[config.mk]
export PLATFORM = sky130hd
export DESIGN_NAME = png_chunk_stream_parser_unit
export DESIGN_NICKNAME = d
export VERILOG_FILES = /design/src/design/pcp_pkg.sv /design/src/design/pcp_framer.sv /design/src/design/png_chunk_stream_parser_unit.sv
export SDC_FILE = /design/constraint.sdc
export NUM_CORES = 1
export LEC_CHECK = 0
export BUFFER_PORTS_ARGS = -buffer_cell sky130_fd_sc_hd__buf_2
export CAP_MARGIN = 20
export CORE_AREA = 5 5 169 171
export CTS_CLUSTER_SIZE = 25
export DETAILED_ROUTE_END_ITERATION = 7
export DIE_AREA = 0 0 174 176
export PLACE_DENSITY = 0.7
export SYNTH_ARGS = -nofsm -noshare
export SYNTH_HDL_FRONTEND = slang
export SYNTH_SLANG_ARGS = --single-unit
[constraint.sdc]
create_clock -name aclk -period 4.5 [get_ports aclk]
set_input_delay 0.45 -clock aclk [delete_from_list [all_inputs] [get_ports aclk]]
set_output_delay 0.45 -clock aclk [all_outputs]
set_load 0.005 [all_outputs]
[src/design/pcp_pkg.sv]
// Package for the PNG chunk stream parser: phase encoding, byte roles,
// the signature table and the per-item result record.
// Used by pcp_framer and png_chunk_stream_parser_unit; depends on nothing.
package pcp_pkg;

    // Byte role codes as seen on the result channel.
    localparam logic [2:0] ROLE_SIG     = 3'd0;
    localparam logic [2:0] ROLE_LEN     = 3'd1;
    localparam logic [2:0] ROLE_TYPE    = 3'd2;
    localparam logic [2:0] ROLE_DATA    = 3'd3;
    localparam logic [2:0] ROLE_CRC     = 3'd4;
    localparam logic [2:0] ROLE_DISCARD = 3'd5;

    // Default chunk type to flag: "IDAT", big-endian.
    localparam logic [31:0] TARGET_RESET = 32'h4944_4154;

    // Framing phase, one-hot.
    typedef enum logic [5:0] {
        PH_SIG     = 6'b000001,
        PH_LEN     = 6'b000010,
        PH_TYPE    = 6'b000100,
        PH_DATA    = 6'b001000,
        PH_CRC     = 6'b010000,
        PH_DISCARD = 6'b100000
    } phase_t;

    // Result of one item, handed from the framer to the output register.
    typedef struct packed {
        logic [2:0]  byte_role;
        logic        in_target;
        logic        last_of_chunk;
        logic        signature_ok;
        logic        signature_bad;
        logic [31:0] chunk_offset;
        logic [31:0] chunk_length;
    } result_t;

    // The eight PNG signature bytes.
    function automatic logic [7:0] sig_byte(input logic [2:0] idx);
        logic [7:0] val;
        case (idx)
            3'd0:    val = 8'h89;
            3'd1:    val = 8'h50;
            3'd2:    val = 8'h4E;
            3'd3:    val = 8'h47;
            3'd4:    val = 8'h0D;
            3'd5:    val = 8'h0A;
            3'd6:    val = 8'h1A;
            3'd7:    val = 8'h0A;
            default: val = 8'h00;
        endcase
        return val;
    endfunction

endpackage

[src/design/pcp_framer.sv]
// Framing state and next-state logic of the PNG chunk stream parser.
// Takes one byte per step and produces its result record combinationally.
// Depends on pcp_pkg.
module pcp_framer (
    input  logic             aclk,
    input  logic             aresetn,
    input  logic             step,
    input  logic [7:0]       data_byte,
    input  logic             first_byte,
    input  logic             cfg_wr_en,
    input  logic [31:0]      cfg_wr_data,
    output pcp_pkg::result_t result
);

    pcp_pkg::phase_t phase_reg, phase_next;
    logic [2:0]  field_index_reg, field_index_next;
    logic [31:0] data_remaining_reg, data_remaining_next;
    logic [31:0] length_shift_reg, length_shift_next;
    logic [31:0] type_shift_reg, type_shift_next;
    logic [31:0] file_position_reg, file_position_next;
    logic [31:0] start_offset_reg, start_offset_next;
    logic        sig_match_reg, sig_match_next;
    logic        target_seen_reg, target_seen_next;
    logic        target_active_reg, target_active_next;
    logic [31:0] target_type_reg;

    // Next state and result for the byte being processed.
    always_comb begin
        phase_next          = phase_reg;
        field_index_next    = field_index_reg;
        data_remaining_next = data_remaining_reg;
        length_shift_next   = length_shift_reg;
        type_shift_next     = type_shift_reg;
        file_position_next  = file_position_reg;
        start_offset_next   = start_offset_reg;
        sig_match_next      = sig_match_reg;
        target_seen_next    = target_seen_reg;
        target_active_next  = target_active_reg;

        // A first byte restarts the file before it is handled.
        if (first_byte) begin
            phase_next          = pcp_pkg::PH_SIG;
            field_index_next    = 3'd0;
            data_remaining_next = 32'd0;
            length_shift_next   = 32'd0;
            type_shift_next     = 32'd0;
            file_position_next  = 32'd0;
            start_offset_next   = 32'd0;
            sig_match_next      = 1'b1;
            target_seen_next    = 1'b0;
            target_active_next  = 1'b0;
        end

        result = '0;

        case (phase_next)
            pcp_pkg::PH_SIG: begin
                result.byte_role = pcp_pkg::ROLE_SIG;
                if (data_byte != pcp_pkg::sig_byte(field_index_next)) begin
                    sig_match_next = 1'b0;
                end
                if (field_index_next == 3'd7) begin
                    field_index_next    = 3'd0;
                    phase_next          = sig_match_next ? pcp_pkg::PH_LEN
                                                         : pcp_pkg::PH_DISCARD;
                    result.signature_ok = sig_match_next;
                end else begin
                    field_index_next = field_index_next + 3'd1;
                end
            end
            pcp_pkg::PH_LEN: begin
                result.byte_role    = pcp_pkg::ROLE_LEN;
                result.signature_ok = 1'b1;
                if (field_index_next == 3'd0) begin
                    start_offset_next = file_position_next;
                end
                length_shift_next   = {length_shift_next[23:0], data_byte};
                result.chunk_offset = start_offset_next;
                if (field_index_next >= 3'd3) begin
                    field_index_next = 3'd0;
                    type_shift_next  = 32'd0;
                    phase_next       = pcp_pkg::PH_TYPE;
                end else begin
                    field_index_next = field_index_next + 3'd1;
                end
            end
            pcp_pkg::PH_TYPE: begin
                result.byte_role    = pcp_pkg::ROLE_TYPE;
                result.signature_ok = 1'b1;
                type_shift_next     = {type_shift_next[23:0], data_byte};
                result.chunk_offset = start_offset_next;
                result.chunk_length = length_shift_next;
                if (field_index_next >= 3'd3) begin
                    field_index_next = 3'd0;
                    if (type_shift_next == target_type_reg && !target_seen_next) begin
                        target_seen_next   = 1'b1;
                        target_active_next = 1'b1;
                    end
                    data_remaining_next = length_shift_next;
                    phase_next = (length_shift_next == 32'd0) ? pcp_pkg::PH_CRC
                                                              : pcp_pkg::PH_DATA;
                end else begin
                    field_index_next = field_index_next + 3'd1;
                end
                result.in_target = target_active_next;
            end
            pcp_pkg::PH_DATA: begin
                result.byte_role    = pcp_pkg::ROLE_DATA;
                result.signature_ok = 1'b1;
                result.chunk_offset = start_offset_next;
                result.chunk_length = length_shift_next;
                result.in_target    = target_active_next;
                data_remaining_next = data_remaining_next - 32'd1;
                if (data_remaining_next == 32'd0) begin
                    field_index_next = 3'd0;
                    phase_next       = pcp_pkg::PH_CRC;
                end
            end
            pcp_pkg::PH_CRC: begin
                result.byte_role    = pcp_pkg::ROLE_CRC;
                result.signature_ok = 1'b1;
                result.chunk_offset = start_offset_next;
                result.chunk_length = length_shift_next;
                result.in_target    = target_active_next;
                if (field_index_next >= 3'd3) begin
                    result.last_of_chunk = 1'b1;
                    field_index_next     = 3'd0;
                    length_shift_next    = 32'd0;
                    target_active_next   = 1'b0;
                    phase_next           = pcp_pkg::PH_LEN;
                end else begin
                    field_index_next = field_index_next + 3'd1;
                end
            end
            default: begin
                result.byte_role = pcp_pkg::ROLE_DISCARD;
                phase_next       = pcp_pkg::PH_DISCARD;
                sig_match_next   = 1'b0;
            end
        endcase

        file_position_next   = file_position_next + 32'd1;
        result.signature_bad = !sig_match_next;
    end

    // Framing state advances once per processed item.
    always_ff @(posedge aclk) begin
        if (!aresetn) begin
            phase_reg          <= pcp_pkg::PH_SIG;
            field_index_reg    <= 3'd0;
            data_remaining_reg <= 32'd0;
            length_shift_reg   <= 32'd0;
            type_shift_reg     <= 32'd0;
            file_position_reg  <= 32'd0;
            start_offset_reg   <= 32'd0;
            sig_match_reg      <= 1'b1;
            target_seen_reg    <= 1'b0;
            target_active_reg  <= 1'b0;
        end else if (step) begin
            phase_reg          <= phase_next;
            field_index_reg    <= field_index_next;
            data_remaining_reg <= data_remaining_next;
            length_shift_reg   <= length_shift_next;
            type_shift_reg     <= type_shift_next;
            file_position_reg  <= file_position_next;
            start_offset_reg   <= start_offset_next;
            sig_match_reg      <= sig_match_next;
            target_seen_reg    <= target_seen_next;
            target_active_reg  <= target_active_next;
        end
    end

    // Target type register.
    always_ff @(posedge aclk) begin
        if (!aresetn) begin
            target_type_reg <= pcp_pkg::TARGET_RESET;
        end else if (cfg_wr_en) begin
            target_type_reg <= cfg_wr_data;
        end
    end

endmodule

[src/design/png_chunk_stream_parser_unit.sv]
// PNG chunk stream parser: one file byte in, one tagged result record out.
// Each item passes through the input register, the framing logic and the result register.
// Throughput is one item per cycle when the result side keeps up. Synchronous
// active-low reset empties both registers, returns to the signature phase and
// restores target "IDAT". Depends on pcp_pkg and pcp_framer.
module png_chunk_stream_parser_unit (
    input  logic        aclk,
    input  logic        aresetn,
    input  logic        s_valid,
    output logic        s_ready,
    input  logic [7:0]  s_data_byte,
    input  logic        s_first_byte,
    output logic        m_valid,
    input  logic        m_ready,
    output logic [2:0]  m_byte_role,
    output logic        m_in_target,
    output logic        m_last_of_chunk,
    output logic        m_signature_ok,
    output logic        m_signature_bad,
    output logic [31:0] m_chunk_offset,
    output logic [31:0] m_chunk_length,
    input  logic        cfg_wr_en,
    input  logic [31:0] cfg_wr_data
);

    logic             in_valid_reg;
    logic [7:0]       in_byte_reg;
    logic             in_first_reg;
    logic             out_valid_reg;
    pcp_pkg::result_t out_reg;
    pcp_pkg::result_t result;
    logic             out_free;
    logic             step;

    // Pipeline control: the result register frees on take, the input
    // register moves forward whenever the result register can load.
    assign out_free = !out_valid_reg || m_ready;
    assign step     = in_valid_reg && out_free;
    assign s_ready  = !in_valid_reg || out_free;

    // Input register.
    always_ff @(posedge aclk) begin
        if (!aresetn) begin
            in_valid_reg <= 1'b0;
        end else if (s_ready) begin
            in_valid_reg <= s_valid;
        end
    end

    always_ff @(posedge aclk) begin
        if (s_ready && s_valid) begin
            in_byte_reg  <= s_data_byte;
            in_first_reg <= s_first_byte;
        end
    end

    pcp_framer u_framer (
        .aclk        (aclk),
        .aresetn     (aresetn),
        .step        (step),
        .data_byte   (in_byte_reg),
        .first_byte  (in_first_reg),
        .cfg_wr_en   (cfg_wr_en),
        .cfg_wr_data (cfg_wr_data),
        .result      (result)
    );

    // Result register.
    always_ff @(posedge aclk) begin
        if (!aresetn) begin
            out_valid_reg <= 1'b0;
        end else if (out_free) begin
            out_valid_reg <= in_valid_reg;
        end
    end

    always_ff @(posedge aclk) begin
        if (step) begin
            out_reg <= result;
        end
    end

    assign m_valid         = out_valid_reg;
    assign m_byte_role     = out_reg.byte_role;
    assign m_in_target     = out_reg.in_target;
    assign m_last_of_chunk = out_reg.last_of_chunk;
    assign m_signature_ok  = out_reg.signature_ok;
    assign m_signature_bad = out_reg.signature_bad;
    assign m_chunk_offset  = out_reg.chunk_offset;
    assign m_chunk_length  = out_reg.chunk_length;

endmodule
==> parameters.txt <==
Parameter                              Value

Status
  Status    finished clean

Layout
  Fraction of final layout cells with drive strength greater than 1    14.6%
  Combined area of the multi-input logic cells    6380 sq um
  Register area    6370 sq um
  Area growth, synth to finish    14.0%
  Final layout net count    1559
  Final core occ    56.3%
  Filler cell count    2375
  Ant diodes    0

Min path
  Hold Crit Depth    1
  Class of the tightest hold or removal check    in -> reg
  Hold Path Sink    in_byte_reg[6]$_DFFE_PP_
  Startpoint of the tightest hold check path    s_data_byte[6]

Critical path
  Crit path kind    reg -> reg
  Worst reg2reg path depth    11
  Crit. End Element    flop
  Cell-by-cell listing of the critical path    buf_12 > nor2b_1 > ha_1 > and3_1 > nand4_1 > nor3_1 > nand2b_1 > nor4_1 > nand3_1 > xnor2_1 > nor2_1
  WP data required    4910 ps
  Kind of launch point of the worst setup path    flop
  Startpoint of the worst register-to-register path    in_first_reg$_DFFE_PP_
  Crit-path slowest cell    sky130_fd_sc_hd__nor4_1
  Endpoint arrival time on the critical path    3790 ps
  Reg-to-reg critical path endpoint    u_framer.file_position_reg[28]$_SDFFE_PN0P_
  Stage delay of the slowest cell on the critical path    560 ps
  Buffers & Inverters on Critical Path    1
  R2R Setup Slk    1120 ps
  Cell family contributing the most delay on the critical path    simple AND/OR/NAND/NOR gates
  Crit path max fanout    99

Clocking
  H-tree depth    1
  Clock-pin transition on the worst setup and hold timing paths    60 ps
  # Post-CTS Setup Buffers    0
  Hold buffer count at cts    0
  Insertion delay to the later sink of the worst-skew pair    550 ps
  Quantity of gates resized following cts    0
  TritonCTS buffer count    29
  Clk root buf    sky130_fd_sc_hd__clkbuf_16
  CTS tree    done
  Clk sink count    278
  Maximum clock path buffer count    3

Timing
  Number of hold-slack violations in the final timing report    0
  Max-slew headroom at the worst pin    33.2%
  Final Critical Period    3380 ps
  F_max    296 MHz
  Setup repair after global routing missed its margin    no
  Final setup viols    0
  Final period utilization    75.1%
  Sum of negative setup slack    0 ps
  Number of max-slew violations in the final report    0
  Final Skew    27.0 ps
  Worst slew pin tran    998 ps

Global routing
  Total congestion overflow after global routing    0
  Via count of the first global-routing pass    10623
  Number of antenna violations at the first check in global routing    0
  Maximum number of pins on one net before global-route repair    103
  Aggregate global-route resource usage    22.6%
  Global-route wire length before repair    57900 microns

Job
  Max-cap violation count    0

Power and ir drop
  Switching share of power    24.0%
  Power dissipated by switching net loads    1.35 mW
  Power share of the sequential group    47.8%
  Pwr Density    375 nW/um^2
  Power, Total    5.65 mW
  Design internal power    4.29 mW
  Gate power share    8.4%
  Worst VDD drop    0.353 mV
  Clock share of power    43.7%
  Static leakage    5.60 nW

Floorplanning
  Top Ports    119
  Overall die width    174 microns
  Cell row count    60
  Area inside the core boundary    26700 sq um
  Floorplan die area    30600 sq um
  Vert. Die Dim    176 microns
  Initial core utilization    49.4%

Synth
  Share of Yosys cell area claimed by the top area cell type    30.0%
  Async SR Flop Fraction    0%
  Net count of the mapped netlist    1493
  Gate count after technology mapping    1437
  Top post-synthesis cells by area    sky130_fd_sc_hd__dfxtp_1 30%, sky130_fd_sc_hd__edfxtp_1 18%, sky130_fd_sc_hd__nor2_1 6.5%
  Primary FF master, synth    sky130_fd_sc_hd__dfxtp_1
  Number of warnings reported in the yosys synthesis log    0
  Synthesized area per cell    9.19 sq um
  Post-Synthesis Cell Area    13200 sq um
  Synthesis-stage register bit count    278
  Number of distinct library cells after synthesis    84
  Number of enable flip-flop cells after synthesis    80
  Cell with the most instances after synthesis    sky130_fd_sc_hd__nor2_1
  Post-synth top area cell    sky130_fd_sc_hd__dfxtp_1
  Sequential element share of the synthesized area    48.2%
  Top cell types by occurrence after synthesis    230 x sky130_fd_sc_hd__nor2_1, 198 x sky130_fd_sc_hd__dfxtp_1, 120 x sky130_fd_sc_hd__nand2_1

Routing
  Violation count after the first detailed-route iteration    1130
  Number of DRC violations after detailed routing    0
  Routed Wire Length    35900 microns
  Average wire length per cell after detail routing    19.3 microns
  Via density per instance    6.13
  Number of vias after detailed routing    11434
  First-pass DRT Iterations    6
  Count of nets left with antenna violations after detail routing    0

Place
  Routability-driven placement congestion ratio    0.973
  DP Wirelength    23600 microns
  Quantity of I/O buffers inserted on ports    118
==> power groups by stage <==
stage                     registers, mW  logic [mW]  clock network, mW
after floorplan                    2.73       0.339                  0
after global placement             2.75       0.465                  0
after detailed placement           2.75       0.469                  0
after CTS                          2.70       0.472               2.51
after global routing               2.71       0.524               2.63
final                              2.70       0.477               2.47
==> cell usage in the layout (no fill, tap or decap), drive strengths merged, types with 10 or more instances in the layout <==
cell and count:
a21oi 54, a22o 35, a22oi 95, a31oi 22, a32oi 10, and2 35
buf 141, clkbuf 40, dfxtp 198, edfxtp 80, ha 10, inv 22
mux2i 35, nand2 120, nand3 32, nand4 20, nor2 230, nor2b 14
nor3 33, nor4 26, nor4bb 11, o21ai 66, o32ai 11, xnor2 27
xor2 22
==> routing by layer <==
| layer | global-route usage (%) | wire, microns | up-vias | share of wire (%) |
|---|---|---|---|---|
| li1 | - | - | 5404 | - |
| met4 | 7.42 | 1130 | 0 | 3.2 |
| met1 | 30.9 | 15300 | 5510 | 43 |
| met5 | 0 | 0 | - | 0 |
| met2 | 37.0 | 17000 | 452 | 47 |
| met3 | 3.28 | 2450 | 68 | 6.8 |
==> final cells by class <==
class                      instances  area share, %
clock inverter                    13           1.01
multi-input combinational       1033           42.4
sequential                       278           42.3
inverter                          20          0.532
tap                              341           2.84
clock buffer                      40           5.58
timing repair buffer             141           5.34
==> per-stage QoR <==
stage          hold slack [ps]  setup WS, ps  std cells  area [sq um]
3_5_place_dp               479          1140       1811         14000
2_1_floorplan              454           804       1437         13200
4_1_cts                   65.9          1140       1864         15000
5_1_grt                   64.8           811       1866         15000
3_3_place_gp               466          1170       1811         14000
6_report                  77.3          1120       1866         15000
==> cells by family (layout without fill, tap and decap cells) <==
kind of cell / Yosys count / after routing / share of synthesized area [%]
and+or+nand+nor: 575 / 575 / 21.9
buffers and inverters: 126 / 214 / 3.71
DFF: 278 / 278 / 48.2
AOI/OAI and AO/OA: 364 / 364 / 19.4
adders and majority gates: 10 / 10 / 0.948
xor gates and xnor gates: 49 / 49 / 3.25
muxes: 35 / 35 / 2.65
==> worst max-delay path by stage <==
| stage | cells after the start | end | startpoint |
|---|---|---|---|
| detailed placement | 12 | u_framer.data_remaining_reg[29]$_SDFFE_PN0P_ | in_first_reg$_DFFE_PP_ |
| global route | 11 | u_framer.file_position_reg[30]$_SDFFE_PN0P_ | in_first_reg$_DFFE_PP_ |
| global placement | 12 | u_framer.data_remaining_reg[29]$_SDFFE_PN0P_ | in_first_reg$_DFFE_PP_ |
| CTS | 11 | u_framer.file_position_reg[28]$_SDFFE_PN0P_ | in_first_reg$_DFFE_PP_ |
| floorplan | 17 | u_framer.field_index_reg[2]$_SDFFE_PN0P_ | in_first_reg$_DFFE_PP_ |
| finish | 11 | u_framer.file_position_reg[28]$_SDFFE_PN0P_ | in_first_reg$_DFFE_PP_ |
==> worst register-to-register path: stages (launching register included) <==
cell,delay (ps)
sky130_fd_sc_hd__edfxtp_1,430
sky130_fd_sc_hd__buf_12,270
sky130_fd_sc_hd__nor2b_1,400
sky130_fd_sc_hd__ha_1,290
sky130_fd_sc_hd__and3_1,220
sky130_fd_sc_hd__nand4_1,170
sky130_fd_sc_hd__nor3_1,340
sky130_fd_sc_hd__nand2b_1,170
sky130_fd_sc_hd__nor4_1,560
sky130_fd_sc_hd__nand3_1,180
sky130_fd_sc_hd__xnor2_1,180
sky130_fd_sc_hd__nor2_1,50
Power figures use the tool's default switching activity.
